==> src/rtl/ssd_pkg.sv <==
// ----------------------------------------------------------------------------
// ssd_pkg
// shared types, codes, glyph table and sizing helpers for the seven-segment
// digit driver
// ----------------------------------------------------------------------------
package ssd_pkg;

    // fixed field widths
    localparam int VALUE_W   = 16;
    localparam int BASE_W    = 5;
    localparam int DIGIT_W   = 4;
    localparam int SEG_W     = 8;
    localparam int POS_W     = 2;
    localparam int CMD_W     = 2;
    localparam int CFG_IDX_W = 1;
    localparam int CFG_DAT_W = BASE_W;

    // register defaults and limits
    localparam logic [BASE_W-1:0] BASE_RESET = 5'd10;
    localparam logic [BASE_W-1:0] BASE_MIN   = 5'd2;
    localparam logic [BASE_W-1:0] BASE_MAX   = 5'd16;

    // default number of digits in full mode
    localparam int DIGIT_COUNT_DEFAULT = 4;

    // display commands
    localparam logic [CMD_W-1:0] CMD_ONE  = 2'd0;
    localparam logic [CMD_W-1:0] CMD_TWO  = 2'd1;
    localparam logic [CMD_W-1:0] CMD_FULL = 2'd2;

    // configuration register indexes
    localparam logic [CFG_IDX_W-1:0] REG_NUMBER_BASE  = 1'd0;
    localparam logic [CFG_IDX_W-1:0] REG_COMMON_ANODE = 1'd1;

    // controller states
    typedef enum logic [1:0] {
        ST_IDLE,
        ST_DIVIDE,
        ST_EMIT
    } ssd_state_t;

    // controller to datapath commands
    typedef struct packed {
        logic             load;   // take a new value, clear remainder
        logic             step;   // one restoring division step
        logic             store;  // final step of a digit, keep remainder
        logic             emit;   // load the output register
        logic             last;   // final digit of this value
        logic [POS_W-1:0] pos;    // digit position to show
    } ssd_ctrl_t;

    // datapath to controller status
    typedef struct packed {
        logic out_free;           // output register can take a result
    } ssd_stat_t;

    // digits shown in full mode, kept to 1..4
    function automatic int ssd_full_count(input int n);
        int r;
        r = n;
        if (r < 1) r = 1;
        if (r > 4) r = 4;
        return r;
    endfunction

    // digit store depth: two-digit mode always needs two entries
    function automatic int ssd_store_depth(input int n);
        int r;
        r = ssd_full_count(n);
        if (r < 2) r = 2;
        return r;
    endfunction

    // HGFEDCBA glyphs for 0..F
    function automatic logic [SEG_W-1:0] ssd_glyph(input logic [DIGIT_W-1:0] d);
        logic [SEG_W-1:0] g;
        case (d)
            4'h0:    g = 8'h3F;
            4'h1:    g = 8'h06;
            4'h2:    g = 8'h5B;
            4'h3:    g = 8'h4F;
            4'h4:    g = 8'h66;
            4'h5:    g = 8'h6D;
            4'h6:    g = 8'h7D;
            4'h7:    g = 8'h07;
            4'h8:    g = 8'h7F;
            4'h9:    g = 8'h67;
            4'hA:    g = 8'h77;
            4'hB:    g = 8'h7C;
            4'hC:    g = 8'h39;
            4'hD:    g = 8'h5E;
            4'hE:    g = 8'h79;
            4'hF:    g = 8'h71;
            default: g = 8'h00;
        endcase
        return g;
    endfunction

endpackage

==> src/rtl/ssd_in_if.sv <==
// ----------------------------------------------------------------------------
// ssd_in_if
// input channel: display command and value with valid/ready
// ----------------------------------------------------------------------------
interface ssd_in_if
    import ssd_pkg::*;
();
    logic               valid;
    logic               ready;
    logic [CMD_W-1:0]   cmd;
    logic [VALUE_W-1:0] value;

    modport source (output valid, output cmd, output value, input ready);
    modport sink   (input valid, input cmd, input value, output ready);
endinterface

==> src/rtl/ssd_out_if.sv <==
// ----------------------------------------------------------------------------
// ssd_out_if
// output channel: one digit result with valid/ready
// ----------------------------------------------------------------------------
interface ssd_out_if
    import ssd_pkg::*;
();
    logic             valid;
    logic             ready;
    logic [SEG_W-1:0] segments;
    logic [POS_W-1:0] digit_position;
    logic             last;

    modport source (output valid, output segments, output digit_position,
                    output last, input ready);
    modport sink   (input valid, input segments, input digit_position,
                    input last, output ready);
endinterface

==> src/rtl/ssd_ctrl.sv <==
// ----------------------------------------------------------------------------
// ssd_ctrl
// sequencer: runs the shared divider once per digit, then walks the digits
// most significant first into the output register
// ----------------------------------------------------------------------------
module ssd_ctrl
    import ssd_pkg::*;
#(
    parameter int DIGIT_COUNT = DIGIT_COUNT_DEFAULT
) (
    input  logic                clk,
    input  logic                rst_n,
    input  logic                in_valid,
    output logic                in_ready,
    input  logic [CMD_W-1:0]    cmd,
    input  ssd_stat_t           stat,
    output ssd_ctrl_t           ctrl,
    output logic [$clog2(ssd_store_depth(DIGIT_COUNT))-1:0] idx
);

    localparam int FULL  = ssd_full_count(DIGIT_COUNT);
    localparam int DEPTH = ssd_store_depth(DIGIT_COUNT);
    localparam int IDX_W = $clog2(DEPTH);
    localparam int BIT_W = $clog2(VALUE_W);

    ssd_state_t       state_reg, state_next;
    logic [BIT_W-1:0] bit_cnt_reg, bit_cnt_next;
    logic [IDX_W-1:0] dig_cnt_reg, dig_cnt_next;
    logic [IDX_W-1:0] last_idx_reg, last_idx_next;
    logic [POS_W-1:0] pos_reg, pos_next;

    // state and counters
    always_ff @(posedge clk or negedge rst_n)
    begin
        if (!rst_n)
        begin
            state_reg    <= ST_IDLE;
            bit_cnt_reg  <= '0;
            dig_cnt_reg  <= '0;
            last_idx_reg <= '0;
            pos_reg      <= '0;
        end
        else
        begin
            state_reg    <= state_next;
            bit_cnt_reg  <= bit_cnt_next;
            dig_cnt_reg  <= dig_cnt_next;
            last_idx_reg <= last_idx_next;
            pos_reg      <= pos_next;
        end
    end

    // next state and commands
    always_comb
    begin
        state_next    = state_reg;
        bit_cnt_next  = bit_cnt_reg;
        dig_cnt_next  = dig_cnt_reg;
        last_idx_next = last_idx_reg;
        pos_next      = pos_reg;
        in_ready      = 1'b0;
        ctrl          = '0;
        ctrl.pos      = pos_reg;
        ctrl.last     = (dig_cnt_reg == '0);
        idx           = dig_cnt_reg;

        case (state_reg)
            ST_IDLE:
            begin
                in_ready = 1'b1;
                if (in_valid)
                begin
                    // unused command is taken and dropped
                    case (cmd)
                        CMD_ONE:
                        begin
                            last_idx_next = '0;
                            pos_next      = POS_W'(FULL - 1);
                            ctrl.load     = 1'b1;
                        end
                        CMD_TWO:
                        begin
                            last_idx_next = IDX_W'(1);
                            pos_next      = '0;
                            ctrl.load     = 1'b1;
                        end
                        CMD_FULL:
                        begin
                            last_idx_next = IDX_W'(FULL - 1);
                            pos_next      = '0;
                            ctrl.load     = 1'b1;
                        end
                        default:
                        begin
                            ctrl.load = 1'b0;
                        end
                    endcase
                    if (ctrl.load)
                    begin
                        bit_cnt_next = '0;
                        dig_cnt_next = '0;
                        state_next   = ST_DIVIDE;
                    end
                end
            end

            ST_DIVIDE:
            begin
                ctrl.step    = 1'b1;
                bit_cnt_next = bit_cnt_reg + 1'b1;
                if (bit_cnt_reg == BIT_W'(VALUE_W - 1))
                begin
                    ctrl.store = 1'b1;
                    // stop at the top digit and emit from there downward
                    if (dig_cnt_reg == last_idx_reg)
                        state_next = ST_EMIT;
                    else
                        dig_cnt_next = dig_cnt_reg + 1'b1;
                end
            end

            ST_EMIT:
            begin
                if (stat.out_free)
                begin
                    ctrl.emit = 1'b1;
                    pos_next  = pos_reg + 1'b1;
                    if (dig_cnt_reg == '0)
                        state_next = ST_IDLE;
                    else
                        dig_cnt_next = dig_cnt_reg - 1'b1;
                end
            end

            default:
            begin
                state_next = ST_IDLE;
            end
        endcase
    end

endmodule

==> src/rtl/ssd_dp.sv <==
// ----------------------------------------------------------------------------
// ssd_dp
// datapath: config registers, bit-serial restoring divider, digit store,
// glyph decode and output register
// ----------------------------------------------------------------------------
module ssd_dp
    import ssd_pkg::*;
#(
    parameter int DIGIT_COUNT = DIGIT_COUNT_DEFAULT
) (
    input  logic                  clk,
    input  logic                  rst_n,
    input  logic                  cfg_we,
    input  logic [CFG_IDX_W-1:0]  cfg_index,
    input  logic [CFG_DAT_W-1:0]  cfg_data,
    input  logic [VALUE_W-1:0]    value,
    input  ssd_ctrl_t             ctrl,
    input  logic [$clog2(ssd_store_depth(DIGIT_COUNT))-1:0] idx,
    output ssd_stat_t             stat,
    input  logic                  out_ready,
    output logic                  out_valid,
    output logic [SEG_W-1:0]      segments,
    output logic [POS_W-1:0]      digit_position,
    output logic                  last
);

    localparam int DEPTH = ssd_store_depth(DIGIT_COUNT);

    logic [BASE_W-1:0]  base_reg;
    logic               anode_reg;
    logic [VALUE_W-1:0] dividend_reg, dividend_next;
    logic [DIGIT_W-1:0] rem_reg, rem_next;
    logic [BASE_W-1:0]  trial;
    logic               fits;
    logic [DIGIT_W-1:0] digit_reg [DEPTH];
    logic               out_valid_reg;
    logic [SEG_W-1:0]   seg_reg, seg_next;
    logic [POS_W-1:0]   pos_reg;
    logic               last_reg;

    // configuration registers, out-of-range base writes ignored
    always_ff @(posedge clk or negedge rst_n)
    begin
        if (!rst_n)
        begin
            base_reg  <= BASE_RESET;
            anode_reg <= 1'b0;
        end
        else if (cfg_we)
        begin
            case (cfg_index)
                REG_NUMBER_BASE:
                begin
                    if (cfg_data >= BASE_MIN && cfg_data <= BASE_MAX)
                        base_reg <= cfg_data;
                end
                REG_COMMON_ANODE:
                begin
                    anode_reg <= cfg_data[0];
                end
                default:
                begin
                    anode_reg <= anode_reg;
                end
            endcase
        end
    end

    // one restoring step: shift in the next dividend bit, subtract if it fits
    always_comb
    begin
        trial         = {rem_reg, dividend_reg[VALUE_W-1]};
        fits          = (trial >= base_reg);
        rem_next      = fits ? DIGIT_W'(trial - base_reg) : trial[DIGIT_W-1:0];
        dividend_next = {dividend_reg[VALUE_W-2:0], fits};
    end

    // divider registers, quotient feeds the next digit
    always_ff @(posedge clk)
    begin
        if (ctrl.load)
        begin
            dividend_reg <= value;
            rem_reg      <= '0;
        end
        else if (ctrl.step)
        begin
            dividend_reg <= dividend_next;
            rem_reg      <= ctrl.store ? '0 : rem_next;
        end
    end

    // digit store, least significant digit at entry 0
    always_ff @(posedge clk)
    begin
        if (ctrl.step && ctrl.store)
            digit_reg[idx] <= rem_next;
    end

    // glyph and polarity
    assign seg_next = ssd_glyph(digit_reg[idx]) ^ {SEG_W{anode_reg}};

    // output register
    always_ff @(posedge clk or negedge rst_n)
    begin
        if (!rst_n)
            out_valid_reg <= 1'b0;
        else if (ctrl.emit)
            out_valid_reg <= 1'b1;
        else if (out_ready)
            out_valid_reg <= 1'b0;
    end

    always_ff @(posedge clk)
    begin
        if (ctrl.emit)
        begin
            seg_reg  <= seg_next;
            pos_reg  <= ctrl.pos;
            last_reg <= ctrl.last;
        end
    end

    assign stat.out_free  = !out_valid_reg || out_ready;
    assign out_valid      = out_valid_reg;
    assign segments       = seg_reg;
    assign digit_position = pos_reg;
    assign last           = last_reg;

endmodule

==> src/rtl/seven_segment_base_digit_driver.sv <==
// operation: the shared bit-serial divider runs once per digit, then the digits
//   go into the output register, most significant first, as it frees up
// input: a new value is taken only once the last digit of the one before has
//   gone into the output register; cmd 3 is taken and dropped with no digits
// reset: base 10, common anode off, no result pending
// ----------------------------------------------------------------------------
// seven_segment_base_digit_driver
// splits a value into digits of a programmable base and emits one glyph
// item per digit, most significant first
// ----------------------------------------------------------------------------
module seven_segment_base_digit_driver
    import ssd_pkg::*;
#(
    parameter int DIGIT_COUNT = DIGIT_COUNT_DEFAULT
) (
    input  logic                 clk,
    input  logic                 rst_n,
    ssd_in_if.sink               number,
    ssd_out_if.source            display,
    input  logic                 cfg_we,
    input  logic [CFG_IDX_W-1:0] cfg_index,
    input  logic [CFG_DAT_W-1:0] cfg_data
);

    localparam int IDX_W = $clog2(ssd_store_depth(DIGIT_COUNT));

    ssd_ctrl_t        ctrl;
    ssd_stat_t        stat;
    logic [IDX_W-1:0] idx;

    // sequencer
    ssd_ctrl #(
        .DIGIT_COUNT (DIGIT_COUNT)
    ) u_ctrl (
        .clk      (clk),
        .rst_n    (rst_n),
        .in_valid (number.valid),
        .in_ready (number.ready),
        .cmd      (number.cmd),
        .stat     (stat),
        .ctrl     (ctrl),
        .idx      (idx)
    );

    // divider, digit store and output register
    ssd_dp #(
        .DIGIT_COUNT (DIGIT_COUNT)
    ) u_dp (
        .clk            (clk),
        .rst_n          (rst_n),
        .cfg_we         (cfg_we),
        .cfg_index      (cfg_index),
        .cfg_data       (cfg_data),
        .value          (number.value),
        .ctrl           (ctrl),
        .idx            (idx),
        .stat           (stat),
        .out_ready      (display.ready),
        .out_valid      (display.valid),
        .segments       (display.segments),
        .digit_position (display.digit_position),
        .last           (display.last)
    );

endmodule

==> src/flat_wrapper.sv <==
// flat-port wrapper written by rule: the top's interface ports become plain ports
module seven_segment_base_digit_driver_flat import ssd_pkg::*;
#(
    parameter int DIGIT_COUNT = DIGIT_COUNT_DEFAULT
)
  (clk, rst_n, cfg_we, cfg_index, cfg_data, number_valid, number_cmd, number_value, number_ready, display_valid, display_segments, display_digit_position, display_last, display_ready);
  ssd_in_if number_i ();
  ssd_out_if display_i ();
  input  logic clk;
  input  logic rst_n;
  input  logic cfg_we;
  input  logic [CFG_IDX_W-1:0] cfg_index;
  input  logic [CFG_DAT_W-1:0] cfg_data;
  input wire logic [$bits(number_i.valid)-1:0] number_valid;
  input wire logic [$bits(number_i.cmd)-1:0] number_cmd;
  input wire logic [$bits(number_i.value)-1:0] number_value;
  output wire logic [$bits(number_i.ready)-1:0] number_ready;
  output wire logic [$bits(display_i.valid)-1:0] display_valid;
  output wire logic [$bits(display_i.segments)-1:0] display_segments;
  output wire logic [$bits(display_i.digit_position)-1:0] display_digit_position;
  output wire logic [$bits(display_i.last)-1:0] display_last;
  input wire logic [$bits(display_i.ready)-1:0] display_ready;
  assign number_i.valid = number_valid;
  assign number_i.cmd = number_cmd;
  assign number_i.value = number_value;
  assign number_ready = number_i.ready;
  assign display_valid = display_i.valid;
  assign display_segments = display_i.segments;
  assign display_digit_position = display_i.digit_position;
  assign display_last = display_i.last;
  assign display_i.ready = display_ready;
  seven_segment_base_digit_driver #(.DIGIT_COUNT(DIGIT_COUNT)) u_core (.clk(clk), .rst_n(rst_n), .number(number_i), .display(display_i), .cfg_we(cfg_we), .cfg_index(cfg_index), .cfg_data(cfg_data));
endmodule
==> config.mk <==
export PLATFORM = sky130hd
export DESIGN_NAME = seven_segment_base_digit_driver_flat
export DESIGN_NICKNAME = d
export VERILOG_FILES = /design/src/rtl/ssd_pkg.sv /design/src/rtl/ssd_in_if.sv /design/src/rtl/ssd_out_if.sv /design/src/rtl/ssd_ctrl.sv /design/src/rtl/ssd_dp.sv /design/src/rtl/seven_segment_base_digit_driver.sv /design/src/flat_wrapper.sv
export SDC_FILE = /design/constraint.sdc
export NUM_CORES = 1
export LEC_CHECK = 0
export BUFFER_PORTS_ARGS = -buffer_cell sky130_fd_sc_hd__buf_2
export CAP_MARGIN = 20
export CORE_UTILIZATION = 58
export DETAILED_ROUTE_END_ITERATION = 6
export PLACE_DENSITY = 0.91
export SLEW_MARGIN = 20
export SYNTH_ARGS = -nofsm -noshare
export SYNTH_HDL_FRONTEND = slang
export SYNTH_SLANG_ARGS = --single-unit
==> constraint.sdc <==
create_clock -name clk -period 2.5 [get_ports clk]
set_input_delay 0.25 -clock clk [delete_from_list [all_inputs] [get_ports clk]]
set_output_delay 0.25 -clock clk [all_outputs]
set_load 0.005 [all_outputs]
* After elaboration in Yosys (flattened, before gate mapping) *
Memories as Yosys holds them, arrays and structs flattened.
Index checks and enable logic that the tools add are counted.

cells by class
  bitwise gates (word level) = 2
  multiplexer cells = 40
  order comparisons = 3
  reduce and logical (&&, ||, !) cells = 22
  equal/unequal tests = 15
  add/subtract/negate cells = 5

operators with widths
  operator                                              count
  2-to-1 mux 16 bit                                     2
  2-to-1 mux 2 bit                                      15
  case mux 2 bit (3 select lines)                       3
  2-to-1 mux 4 bit                                      4
  inequality test 2 bit (second input constant)         7
  2-to-1 mux 1 bit                                      13
  AND reduction 3 bit                                   3
  case mux 2 bit (2 select lines)                       2
  case mux 4 bit (2 select lines)                       1
  nonzero test 2 bit                                    4
  XOR 8 bit                                             1
  AND reduction 7 bit                                   1
  logical NOT 2 bit                                     3
  AND reduction 6 bit                                   1
  nonzero test 3 bit                                    2
  >= comparator 5 x 2 -> 1 bit (second input constant)  1
  >= comparator 5 bit                                   1
  <= comparator 5 bit (second input constant)           1
  adder 2 x 1 -> 2 bit (second input constant)          2
  adder 4 x 1 -> 4 bit (second input constant)          1
  == test 2 x 1 -> 1 bit (second input constant)        2
  == test 2 bit (second input constant)                 2
  == test 4 bit (second input constant)                 1
  AND reduction 4 bit                                   1
  12 further kinds                                      13

storage, ports and cells
  bits in registers = 50
  memories = 2
  RAM bits = 16
  memory bits (read-only) = 112

memory list
  name                   words  bits a word  rd ports  clocked after Yosys merged registers in  wr ports  RTL line       text
  (name not given)       16     7            1         0                                        0         ssd_pkg.sv:77  case (d)
  u_core.u_dp.digit_reg  4      4            1         0                                        1         ssd_dp.sv:35   logic [DIGIT_W-1:0] digit_reg [DEPTH];

* Logic depth before layout (Yosys ltp) *
Gate-level depths: netlist of the first run.

  depth in word-level cells = 8
  mapped depth = 9
  gate-level depth less buffers = 8

* Modules after synthesis *
A second synthesis of the first run with hierarchy kept.

second synthesis, totals
  cell total of the unflattened synthesis = 267
  area, all modules = 3400.8 µm²

modules (own cells, without submodules)
  module    sequential area each (µm²)  area each (µm²)  times used  cells each
  ssd_dp    1549.0                      2601.2           1           181
  ssd_ctrl  300.3                       799.5            1           86

* Worst setup path before layout of the first run *
OpenSTA, ideal clock, no wires.

  kind = reg-to-reg
  start point = reg u_core.u_dp.base_reg[1]
  end point = reg u_core.u_dp.rem_reg[1]
  data required time = 2.383 ns
  cell stages (with the launch flop) = 7
  path buffers = 0
  data arrival time = 1.983 ns
  library setup time = 0.117 ns
  clock period less this slack = 2.100 ns
  slack = 0.400 ns
  cells stage by stage = dfstp_2 > inv_1 > ha_1 > a211oi_1 > o31ai_1 > mux2_2 > a22o_1

on the way
  cells in the longest elaborated chain, start to end = 3
  elaborated cells on any way between the ends = 4
  those cells by class = add/sub (1); order compare (1); mux (2)

ends and longest elaborated chain
  item                                                     RTL line                    text
  start, declared                                          ssd_dp.sv:29                logic [BASE_W-1:0] base_reg;
  start signal, assigned                                   ssd_dp.sv:55                base_reg <= cfg_data;
  subtractor 4 bit or >= comparator 5 bit (tied branches)  ssd_dp.sv:74, ssd_dp.sv:73
  2-to-1 mux 4 bit (*)                                     ssd_dp.sv:74                rem_next = fits ? DIGIT_W'(trial - base_reg) : trial[DIGIT_W-1:0];
  via u_core.u_dp.rem_next[1]                              ssd_dp.sv:32                logic [DIGIT_W-1:0] rem_reg, rem_next;
  2-to-1 mux 4 bit (*)                                     ssd_dp.sv:89                rem_reg <= ctrl.store ? '0 : rem_next;
  end signal, assigned                                     ssd_dp.sv:89
  end, declared                                            ssd_dp.sv:32

Mark *: on every way through the listed nets, which the timed path passes. The rest lies on a longest branch.
A chain may end at the register's enable or synchronous reset.

* Final worst setup path of the first run *
  start point = reg u_core.u_dp.base_reg[1]
  end point = reg u_core.u_dp.rem_reg[2]

Same word-level chain as after synthesis.

==> flow_summary_export.csv, run 1 <==
group,metric,value,unit
final_layout,drive_gt1_frac,0.291,
yosys,synthAdderAreaFrac,0.0721,
timing,finClkSkew,9.22,ps
global_routing,grt_pass1_wl,10000,um
setup_path,cp.buffers_inverters,1,
setup_path,worstSetupPathType,"flip-flop to flip-flop",
floorplanning,core,0.00557,sq mm
setup_path,regToRegSetupSlack,180,ps
yosys,syn_inst,276,
detailed_routing,dr.pass1.iters,4,
timing,worstMarginPinSlew,614,ps
setup_path,required,2730,ps
power,total_leakage_power,0.00163,uW
global_routing,grt_remaining_overflow,0,
place,place_congestion,0.845,
yosys,synth.distinct_cells,50,
yosys,synth_nets,324,
timing,hold_violations,0,
timing,fin_tns_setup,0,ps
setup_path,arrival,2560,ps
final_layout,antenna_cells,0,
global_routing,grt_pass1_vias,2340,
setup_path,crit_slowest_cell,"o31ai_1",
clocking,cts.sinks,66,
power,power_density,1180,mW/mm^2
global_routing,grt_max_degree,21,
final_layout,regArea,0.00185,sq mm
timing,max_freq,0.430,GHz
timing,hold_ws,163,ps
clocking,cts_tree,"built",
floorplanning,placementRows,27,
timing,rsz0062_at_grt,"no",
detailed_routing,first_iter_violations,110,
final_layout,final.fill_count,388,
clocking,h-tree-depth,3,
setup_path,cp_num_cells,6,
detailed_routing,wire_per_inst,14.8,um
yosys,syn_area_per_cell,12.3,sq um
timing,relSlewSlack,0.587,
yosys,async_flop_share,0.288,
timing,period_needed,2320,ps
setup_path,cp-end-kind,"flip-flop",
detailed_routing,via_per_inst,5.69,
floorplanning,chipWidth,78.6,um
clocking,clk_latency,340,ps
setup_path,cp_max_fo,5,
clocking,clk_root_buffer_cell,"clkbuf_8",
global_routing,track_usage,0.217,
yosys,synth_top_area_frac,0.379,
timing,slew_viol_final,0,
detailed_routing,detail-route-antenna-nets,0,
setup_path,crit_chain,"inv_1 > ha_1 > a211oi_1 > o31ai_1 > mux2_2 > a22o_1",
setup_path,critPathMaxStageDelay,560,ps
final_layout,final_cell_mix,"edfxtp_1 (43), buf_2 (41), mux2_2 (23)",
yosys,synthMuxAreaShare,0.114,
floorplanning,io_pins,42,
yosys,yosys_warnings,0,
setup_path,rr_worst_depth,6,
detailed_routing,vias,2269,
final_layout,multi_input_area,0.00141,sq mm
clocking,clk_pin_slew,70,ps
yosys,synth_compound_area_frac,0.107,
run,maxCapViolations,0,
yosys,synth_top_cells_by_area,"edfxtp_1 (38%), dfrtp_1 (13%), mux2_2 (7.6%), ha_1 (6.6%), mux4_2 (2.6%)",
place,io_buffers,41,
timing,post-route-period-util,0.929,
timing,setup_viol,0,
outcome,status,"completed",
yosys,ys_seq_area_frac,0.543,
place,dp.cells,383,
place,dp_hpwl,4330,um
yosys,netlist_area,0.00340,sq mm
yosys,synth-xor-area-share,0.0283,
setup_path,path_delay_family,"compound AO/OA/AOI/OAI gates",
yosys,synthFlopType,"edfxtp_1",
floorplanning,die_area,0.00618,sq mm
final_layout,final_cells,399,
floorplanning,start_util,0.611,
power,ir_worst_vdd,719,uV
final_layout,final_util,0.703,
setup_path,start_kind,"flip-flop",
detailed_routing,wl,5900,um
global_routing,antenna_found_initial,0,
final_layout,layout_commonest_cell,"edfxtp_1",
yosys,synth_edf_count,43,
worst_hold_path,holdPathStages,2,
final_layout,nets,371,
detailed_routing,drc_errors,0,
worst_hold_path,holdCritPathClass,"primary input to flip-flop",
final_layout,design_area,0.00392,sq mm
clocking,clock_path_buffers,2,
clocking,cts_buffers,9,
yosys,synth_seq_cells,66,
final_layout,area_delta_synth_final,15.1,%
yosys,synth_top_area_cell,"edfxtp_1",
yosys,synth_top_family_by_area,"multiplexers",
floorplanning,die_h,78.6,um
place,place_area,0.00368,sq mm
yosys,synth-simple-area-share,0.0926,
## metal layers
| layer | share of wire | routed length, um | vias up | global-route usage |
|---|---|---|---|---|
| met5 | 0 | 0 | - | 0 |
| met4 | 0.014 | 83 | 0 | 0.137 |
| met3 | 0.048 | 285 | 9 | 0.0442 |
| met2 | 0.52 | 3090 | 70 | 0.378 |
| met1 | 0.41 | 2440 | 1083 | 0.241 |
| li1 | - | - | 1107 | - |
## through the flow
| step | power [uW] | setup WS (ps) |
|---|---|---|
| 2_1_floorplan | 3190 | 400 |
| 3_3_place_gp | 3440 | 283 |
| 3_5_place_dp | 3560 | 182 |
| 4_1_cts | 4610 | 190 |
| 5_1_grt | 4880 | 34.6 |
| 6_report | 4610 | 177 |
## worst paths after layout
| check | from | to |
|---|---|---|
| worst max-delay path | u_core.u_dp.base_reg[1] | u_core.u_dp.rem_reg[2] |
| worst min-delay path | cfg_data[1] | u_core.u_dp.base_reg[1] |
| worst max register to register | u_core.u_dp.base_reg[1] | u_core.u_dp.rem_reg[2] |
| worst min register to register | u_core.u_dp.base_reg[4] | u_core.u_dp.base_reg[4] |
| max in group asynchronous | rst_n | u_core.u_dp.base_reg[3] |
| min in group asynchronous | rst_n | u_core.u_dp.base_reg[0] |
## cells in the mapped netlist (5+ instances only)
cell / n
a21oi_1: 13
dfrtp_1: 17
edfxtp_1: 43
nand3_1: 7
mux2_2: 23
ha_1: 18
inv_1: 20
o21ai_0: 14
nand2_1: 19
a22o_1: 9
clkbuf_1: 6
nor2_1: 10
nor3_1: 5
xnor2_1: 7
## power by group
group | switching, uW | internal, uW
logic | 948 | 795
registers | 190 | 1630
clock network | 393 | 651
total | 1530 | 3080
## timing repair
item	CTS	global route
hold buffers	1	0
gates resized for setup	0	0
endpoints found under the setup margin	0	0
endpoints found under the hold margin	17	0
buffers inserted	0	0
## kinds of logic after synthesis
| family | after synthesis |
|---|---|
| DFF | 66 |
| muxes | 31 |
| adders and majority gates | 19 |
| xor gates and xnor gates | 11 |
| AOI/OAI and AO/OA | 55 |
| and+or+nand+nor | 62 |
| buffers and inverters | 32 |
## worst register-to-register path: cells and delay by family, from the launching register on
kind,cells,cell delay [ps]
flip-flops,1,530
buffers and inverters,1,70
multiplexers,1,450
adder cells (fa/ha/maj),1,310
AO/OA/AOI/OAI,3,850
## cell type report
| type | instances | area share |
|---|---|---|
| well taps | 72 | 0.0230 |
| repair buffers | 48 | 0.0665 |
| clock buffers | 9 | 0.0316 |
| multi-input cells | 178 | 0.360 |
| clock inverters | 6 | 0.0272 |
| flip-flops and latches | 66 | 0.472 |
| inverters | 20 | 0.0192 |
Note: power is estimated with default switching activity, not from simulation.
==> inputs of run 2 (changes only) <==
--- a/config.mk
+++ b/config.mk
@@ -6,10 +6,10 @@
 export NUM_CORES = 1
 export LEC_CHECK = 0
 export BUFFER_PORTS_ARGS = -buffer_cell sky130_fd_sc_hd__buf_2
-export CAP_MARGIN = 20
 export CORE_UTILIZATION = 58
 export DETAILED_ROUTE_END_ITERATION = 6
 export PLACE_DENSITY = 0.91
+export RECOVER_POWER = 50
 export SLEW_MARGIN = 20
 export SYNTH_ARGS = -nofsm -noshare
 export SYNTH_HDL_FRONTEND = slang
==> run 2 against run 1 <==
Via count up 0.44%. Clock skew about the same. Combinational power about the same. First-iteration DRC count down 0.91%. Clock power about the same. Flip-flop and latch count unchanged. Non-clock buffer count unchanged. Critical path type unchanged. Critical endpoint unchanged. Highest routed layer unchanged.
==> flow_summary_export.csv, run 2 (same netlist as run 1, synthesis figures left out) <==
group,metric,value,unit
clocking,clk_latency,340,ps
clocking,cts_tree,"built",
setup_path,start_kind,"flip-flop",
clocking,h-tree-depth,3,
clocking,clk_pin_slew,70,ps
clocking,post-cts-setup-buffers,0,
final_layout,multi_input_area,0.00140,sq mm
detailed_routing,vias,2279,
power,power_density,1180,mW/mm^2
setup_path,endpoint,"u_core.u_dp.rem_reg[2]",
clocking,cts_hold_buffers,1,
setup_path,cp-startpoint,"u_core.u_dp.base_reg[1]",
floorplanning,die_area,0.00618,sq mm
final_layout,antenna_cells,0,
timing,hold_violations,0,
detailed_routing,wl,5890,um
timing,finalWorstSetupSlack,175,ps
final_layout,nets,371,
setup_path,cp-end-kind,"flip-flop",
floorplanning,core,0.00557,sq mm
detailed_routing,first_iter_violations,109,
place,io_buffers,41,
floorplanning,placementRows,27,
final_layout,area_delta_synth_final,14.2,%
timing,period_needed,2330,ps
run,maxCapViolations,0,
floorplanning,io_pins,42,
power,ir_worst_vdd,698,uV
floorplanning,start_util,0.611,
clocking,clk_root_buffer_cell,"clkbuf_8",
global_routing,track_usage,0.217,
global_routing,grt_remaining_overflow,0,
global_routing,grt_pass1_vias,2340,
detailed_routing,drc_errors,0,
clocking,cts.sinks,66,
timing,fin_tns_setup,0,ps
place,dp_slack,182,ps
setup_path,regToRegSetupSlack,170,ps
place,place_area,0.00368,sq mm
place,dp_hpwl,4330,um
timing,slew_viol_final,0,
final_layout,layout_commonest_cell,"edfxtp_1",
setup_path,required,2730,ps
timing,worstMarginPinSlew,1120,ps
detailed_routing,dr.pass1.iters,4,
floorplanning,chipWidth,78.6,um
final_layout,drive_gt1_frac,0.257,
timing,max_freq,0.430,GHz
power,fin_total_pwr,4590,uW
final_layout,final_cell_mix,"edfxtp_1 (43), buf_2 (34), mux2_2 (23)",
final_layout,design_area,0.00389,sq mm
clocking,cts_buffers,9,
setup_path,r2r-start,"u_core.u_dp.base_reg[1]",
place,place_congestion,0.845,
clocking,ctsResizeCount,0,
timing,finClkSkew,8.77,ps
outcome,status,"completed",
setup_path,reg2reg_to,"u_core.u_dp.rem_reg[2]",
timing,setup_viol,0,
detailed_routing,detail-route-antenna-nets,0,
worst_hold_path,holdCritPathClass,"primary input to flip-flop",
detailed_routing,wire_per_inst,14.8,um
final_layout,final.fill_count,403,
power,total_leakage_power,0.00160,uW
timing,relSlewSlack,0.255,
global_routing,grt_max_degree,21,
final_layout,regArea,0.00185,sq mm
timing,post-route-period-util,0.930,
setup_path,arrival,2560,ps
setup_path,rr_worst_depth,6,
clocking,clock_path_buffers,2,
global_routing,grt_pass1_wl,10000,um
timing,rsz0062_at_grt,"no",
setup_path,worstSetupPathType,"flip-flop to flip-flop",
detailed_routing,via_per_inst,5.71,
floorplanning,die_h,78.6,um
global_routing,antenna_found_initial,0,
setup_path,cp_max_fo,5,
run 2: final cells by class:
class,count,share of cell area
Clock inverter,6,0.0274
Sequential cell,66,0.476
Clock buffer,9,0.0319
Tap cell,72,0.0232
Multi-Input combinational cell,178,0.359
Timing Repair Buffer,48,0.0631
Inverter,20,0.0193
run 2: stage by stage:
step	util	hold slack, ps	instances
finish	0.697	161	399
global route	0.697	160	399
CTS	0.703	155	399
detailed placement	0.659	225	383
global placement	0.659	222	383
floorplan	-	-45.6	276
run 2: worst max-delay path: stages (launching register included):
cell	delay [ps]
dfstp_2	530
inv_1	70
ha_1	310
a211oi_1	80
o31ai_1	570
mux2_2	450
a22o_1	210
run 2: worst min path at each step:
| stage | endpoint | depth (start not counted) | slack (ps) | start |
|---|---|---|---|---|
| 2_1_floorplan | u_core.u_ctrl.bit_cnt_reg[0] | 0 | -50 | rst_n |
| 3_5_place_dp | u_core.u_ctrl.bit_cnt_reg[2] | 1 | 220 | rst_n |
| 6_report | u_core.u_dp.base_reg[3] | 2 | 160 | cfg_data[3] |
| 3_3_place_gp | u_core.u_dp.base_reg[0] | 1 | 220 | rst_n |
| 4_1_cts | u_core.u_dp.anode_reg | 2 | 160 | cfg_data[0] |
| 5_1_grt | u_core.u_dp.base_reg[3] | 2 | 160 | cfg_data[3] |
run 2: per-layer routing:
| layer | share of wire | track usage | up-vias |
|---|---|---|---|
| met4 | 0.017 | 0.137 | 0 |
| met2 | 0.52 | 0.378 | 76 |
| met3 | 0.046 | 0.0442 | 11 |
| met1 | 0.42 | 0.241 | 1085 |
| met5 | 0 | 0 | - |
| li1 | - | - | 1107 |
run 2: power by group:
part	switching, uW	leakage (uW)	internal (uW)
clock	390	0.000113	651
combinational	948	0.000818	782
sequential	188	0.000670	1630
total	1530	0.00160	3060
==> inputs of run 3 (changes only) <==
--- a/config.mk
+++ b/config.mk
@@ -6,6 +6,7 @@
 export NUM_CORES = 1
 export LEC_CHECK = 0
 export BUFFER_PORTS_ARGS = -buffer_cell sky130_fd_sc_hd__buf_2
+export CORE_ASPECT_RATIO = 1.4
 export CORE_UTILIZATION = 58
 export DETAILED_ROUTE_END_ITERATION = 6
 export PLACE_DENSITY = 0.91
@@ -13,4 +14,5 @@
 export SLEW_MARGIN = 20
 export SYNTH_ARGS = -nofsm -noshare
 export SYNTH_HDL_FRONTEND = slang
+export SYNTH_HIERARCHICAL = 1
 export SYNTH_SLANG_ARGS = --single-unit
==> constraint.sdc (replaced) <==
create_clock -name clk -period 2.5 [get_ports clk]
set_input_delay 0.5 -clock clk [delete_from_list [all_inputs] [get_ports clk]]
set_output_delay 0.5 -clock clk [all_outputs]
set_load 0.005 [all_outputs]
==> run 3 against run 2 <==
Sequential power up 3%. Setup slack better by 140 ps. Register-to-register slack better by 140 ps. Clock skew down 2.2 ps. Fmax up 6.2%. Largest power group is now combinational logic. Highest routed layer unchanged.
==> flow_summary_export.csv, run 3 <==
group,metric,value,unit
outcome,status,"completed",
global_routing,grt_remaining_overflow,0,
power,ir_worst_vdd,732,uV
floorplanning,chipWidth,66.7,um
yosys,synth-simple-area-share,0.0846,
clocking,clk_latency,340,ps
final_layout,layout_commonest_cell,"edfxtp_1",
final_layout,final_cell_mix,"edfxtp_1 (43), buf_2 (30), mux2_2 (26)",
floorplanning,start_util,0.611,
timing,finClkSkew,6.55,ps
global_routing,track_usage,0.225,
floorplanning,io_pins,42,
timing,relSlewSlack,0.285,
clocking,cts_buffers,9,
power,clkPwrFrac,0.163,
global_routing,antenna_found_initial,0,
yosys,synth.distinct_cells,49,
final_layout,regArea,0.00185,sq mm
setup_path,critPathMaxStageDelay,680,ps
final_layout,final_util,0.688,
global_routing,grt_pass1_wl,10100,um
clocking,cts.sinks,66,
setup_path,arrival,2260,ps
place,place_congestion,0.838,
setup_path,cp_max_fo,5,
run,maxCapViolations,0,
timing,worstMarginPinSlew,1070,ps
power,sw_frac_of_total,0.355,
detailed_routing,first_iter_violations,170,
final_layout,nets,366,
yosys,syn_inst,267,
final_layout,final.fill_count,391,
floorplanning,placementRows,32,
clocking,cts_hold_buffers,0,
global_routing,grt_max_degree,20,
timing,slew_viol_final,0,
power,power_density,1180,mW/mm^2
power,p_switching,1610,uW
floorplanning,core,0.00557,sq mm
power,p_int,2920,uW
final_layout,multi_input_area,0.00141,sq mm
place,io_buffers,41,
clocking,clk_pin_slew,70,ps
worst_hold_path,holdCritPathClass,"primary input to asynchronous set/reset pin",
final_layout,final_cells,391,
yosys,synth_top_area_cell,"edfxtp_1",
yosys,synth_edf_count,43,
place,dp_slack,309,ps
setup_path,reg2reg_to,"u_core/u_dp/segments[1]",
yosys,synth_seq_cells,66,
yosys,synthAdderAreaFrac,0.0721,
yosys,syn_area_per_cell,12.7,sq um
clocking,h-tree-depth,3,
clocking,cts_tree,"built",
setup_path,required,2580,ps
yosys,synth-xor-area-share,0.0335,
timing,max_freq,0.457,GHz
setup_path,cp-end-kind,"flip-flop",
detailed_routing,wl,6090,um
yosys,ys_seq_area_frac,0.544,
setup_path,start_kind,"flip-flop",
detailed_routing,drc_errors,0,
final_layout,drive_gt1_frac,0.276,
floorplanning,die_h,92.6,um
global_routing,grt_pass1_vias,2331,
timing,rsz0062_at_grt,"no",
setup_path,r2r-start,"u_core/u_ctrl/idx[0]",
detailed_routing,dr.pass1.iters,4,
place,dp.cells,375,
timing,finalWorstSetupSlack,311,ps
yosys,async_flop_share,0.288,
detailed_routing,wire_per_inst,15.6,um
setup_path,crit_slowest_cell,"mux4_1",
yosys,yosys_warnings,6,
clocking,ctsResizeCount,0,
yosys,synth_common_cells,"edfxtp_1 (43), mux2_2 (26), inv_1 (20)",
clocking,clock_path_buffers,2,
setup_path,regToRegSetupSlack,310,ps
final_layout,antenna_cells,0,
timing,hold_violations,0,
clocking,clk_root_buffer_cell,"clkbuf_8",
yosys,netlist_area,0.00340,sq mm
yosys,synth_compound_area_frac,0.0993,
timing,period_needed,2190,ps
setup_path,worstSetupPathType,"flip-flop to flip-flop",
power,pwr-share-seq,0.414,
place,dp_hpwl,4520,um
final_layout,area_delta_synth_final,12.7,%
yosys,synth_top_cells_by_area,"edfxtp_1 (38%), dfrtp_1 (13%), mux2_2 (8.6%), ha_1 (6.6%), dfxtp_1 (2.4%)",
yosys,synth_top_area_frac,0.380,
timing,setup_viol,0,
detailed_routing,detail-route-antenna-nets,0,
power,total_leakage_power,0.00157,uW
timing,fin_tns_setup,0,ps
floorplanning,die_area,0.00618,sq mm
clocking,post-cts-setup-buffers,0,
setup_path,rr_worst_depth,6,
yosys,synthFlopType,"edfxtp_1",
yosys,synth_nets,315,
timing,post-route-period-util,0.876,
setup_path,crit_chain,"mux4_1 > inv_1 > ha_1 > o21ai_1 > o22ai_1 > xnor2_1",
power,power.share.combinational,0.422,
detailed_routing,via_per_inst,5.75,
detailed_routing,vias,2250,
yosys,synth_top_family_by_area,"multiplexers",
yosys,yosysMostFrequentCell,"edfxtp_1",
yosys,synthMuxAreaShare,0.128,
run 3: cell type report:
cell class	count	area share
well taps	68	0.0222
flip-flops and latches	66	0.483
multi-input cells	172	0.369
inverters	20	0.0196
clock inverters	7	0.00947
repair buffers	49	0.0650
clock buffers	9	0.0323
run 3: power by group through the flow:
stage / registers, uW / clock network, uW / logic [uW]
detailed placement: 1890 / 0 / 1910
floorplan: 1840 / 0 / 1490
CTS: 1880 / 755 / 1940
global route: 1910 / 800 / 2110
global placement: 1880 / 0 / 1810
finish: 1880 / 740 / 1910
run 3: per-layer routing:
layer | part of all wire | track usage | vias to the layer above | routed length, um
met5 | 0 | 0 | - | 0
met4 | 0.033 | 0.124 | 0 | 202
met3 | 0.040 | 0.0517 | 20 | 244
met2 | 0.56 | 0.420 | 66 | 3390
met1 | 0.37 | 0.217 | 1082 | 2250
li1 | - | - | 1082 | -
run 3: cells by family (layout without fill, tap and decap cells):
group           Yosys count  in the layout
mux                      35             35
simple gates             54             54
compound gates           51             51
flops                    66             66
buf+inv                  29             85
xor+xnor                 13             13
fa+ha+maj                19             19
run 3: how the worst max path moves through the flow:
stage / startpoint / end / depth (start not counted)
3_3_place_gp: u_core/u_ctrl/idx[0] / u_core/u_dp/segments[1] / 6
4_1_cts: u_core/u_ctrl/idx[0] / u_core/u_dp/segments[0] / 7
3_5_place_dp: u_core/u_ctrl/idx[0] / u_core/u_dp/segments[0] / 7
2_1_floorplan: number_cmd[0] / u_core/u_dp/dividend_reg[0] / 6
5_1_grt: u_core/u_ctrl/idx[0] / u_core/u_dp/segments[2] / 7
6_report: u_core/u_ctrl/idx[0] / u_core/u_dp/segments[1] / 6
run 3: critical path: cells and delay by family, from the launching register on:
kind	cells	cell delay, ps
flip-flops	1	450
multiplexers	1	680
buffers and inverters	1	150
adder cells (fa/ha/maj)	1	270
AO/OA/AOI/OAI	2	250
XOR/XNOR	1	130
run 3: per-stage QoR:
stage / hold slack, ps / cell area (sq um) / power [uW]
2_1_floorplan: 204 / 3400 / 3330
3_3_place_gp: 469 / 3700 / 3690
3_5_place_dp: 479 / 3700 / 3800
4_1_cts: 108 / 3860 / 4570
5_1_grt: 405 / 3830 / 4820
6_report: 334 / 3830 / 4530
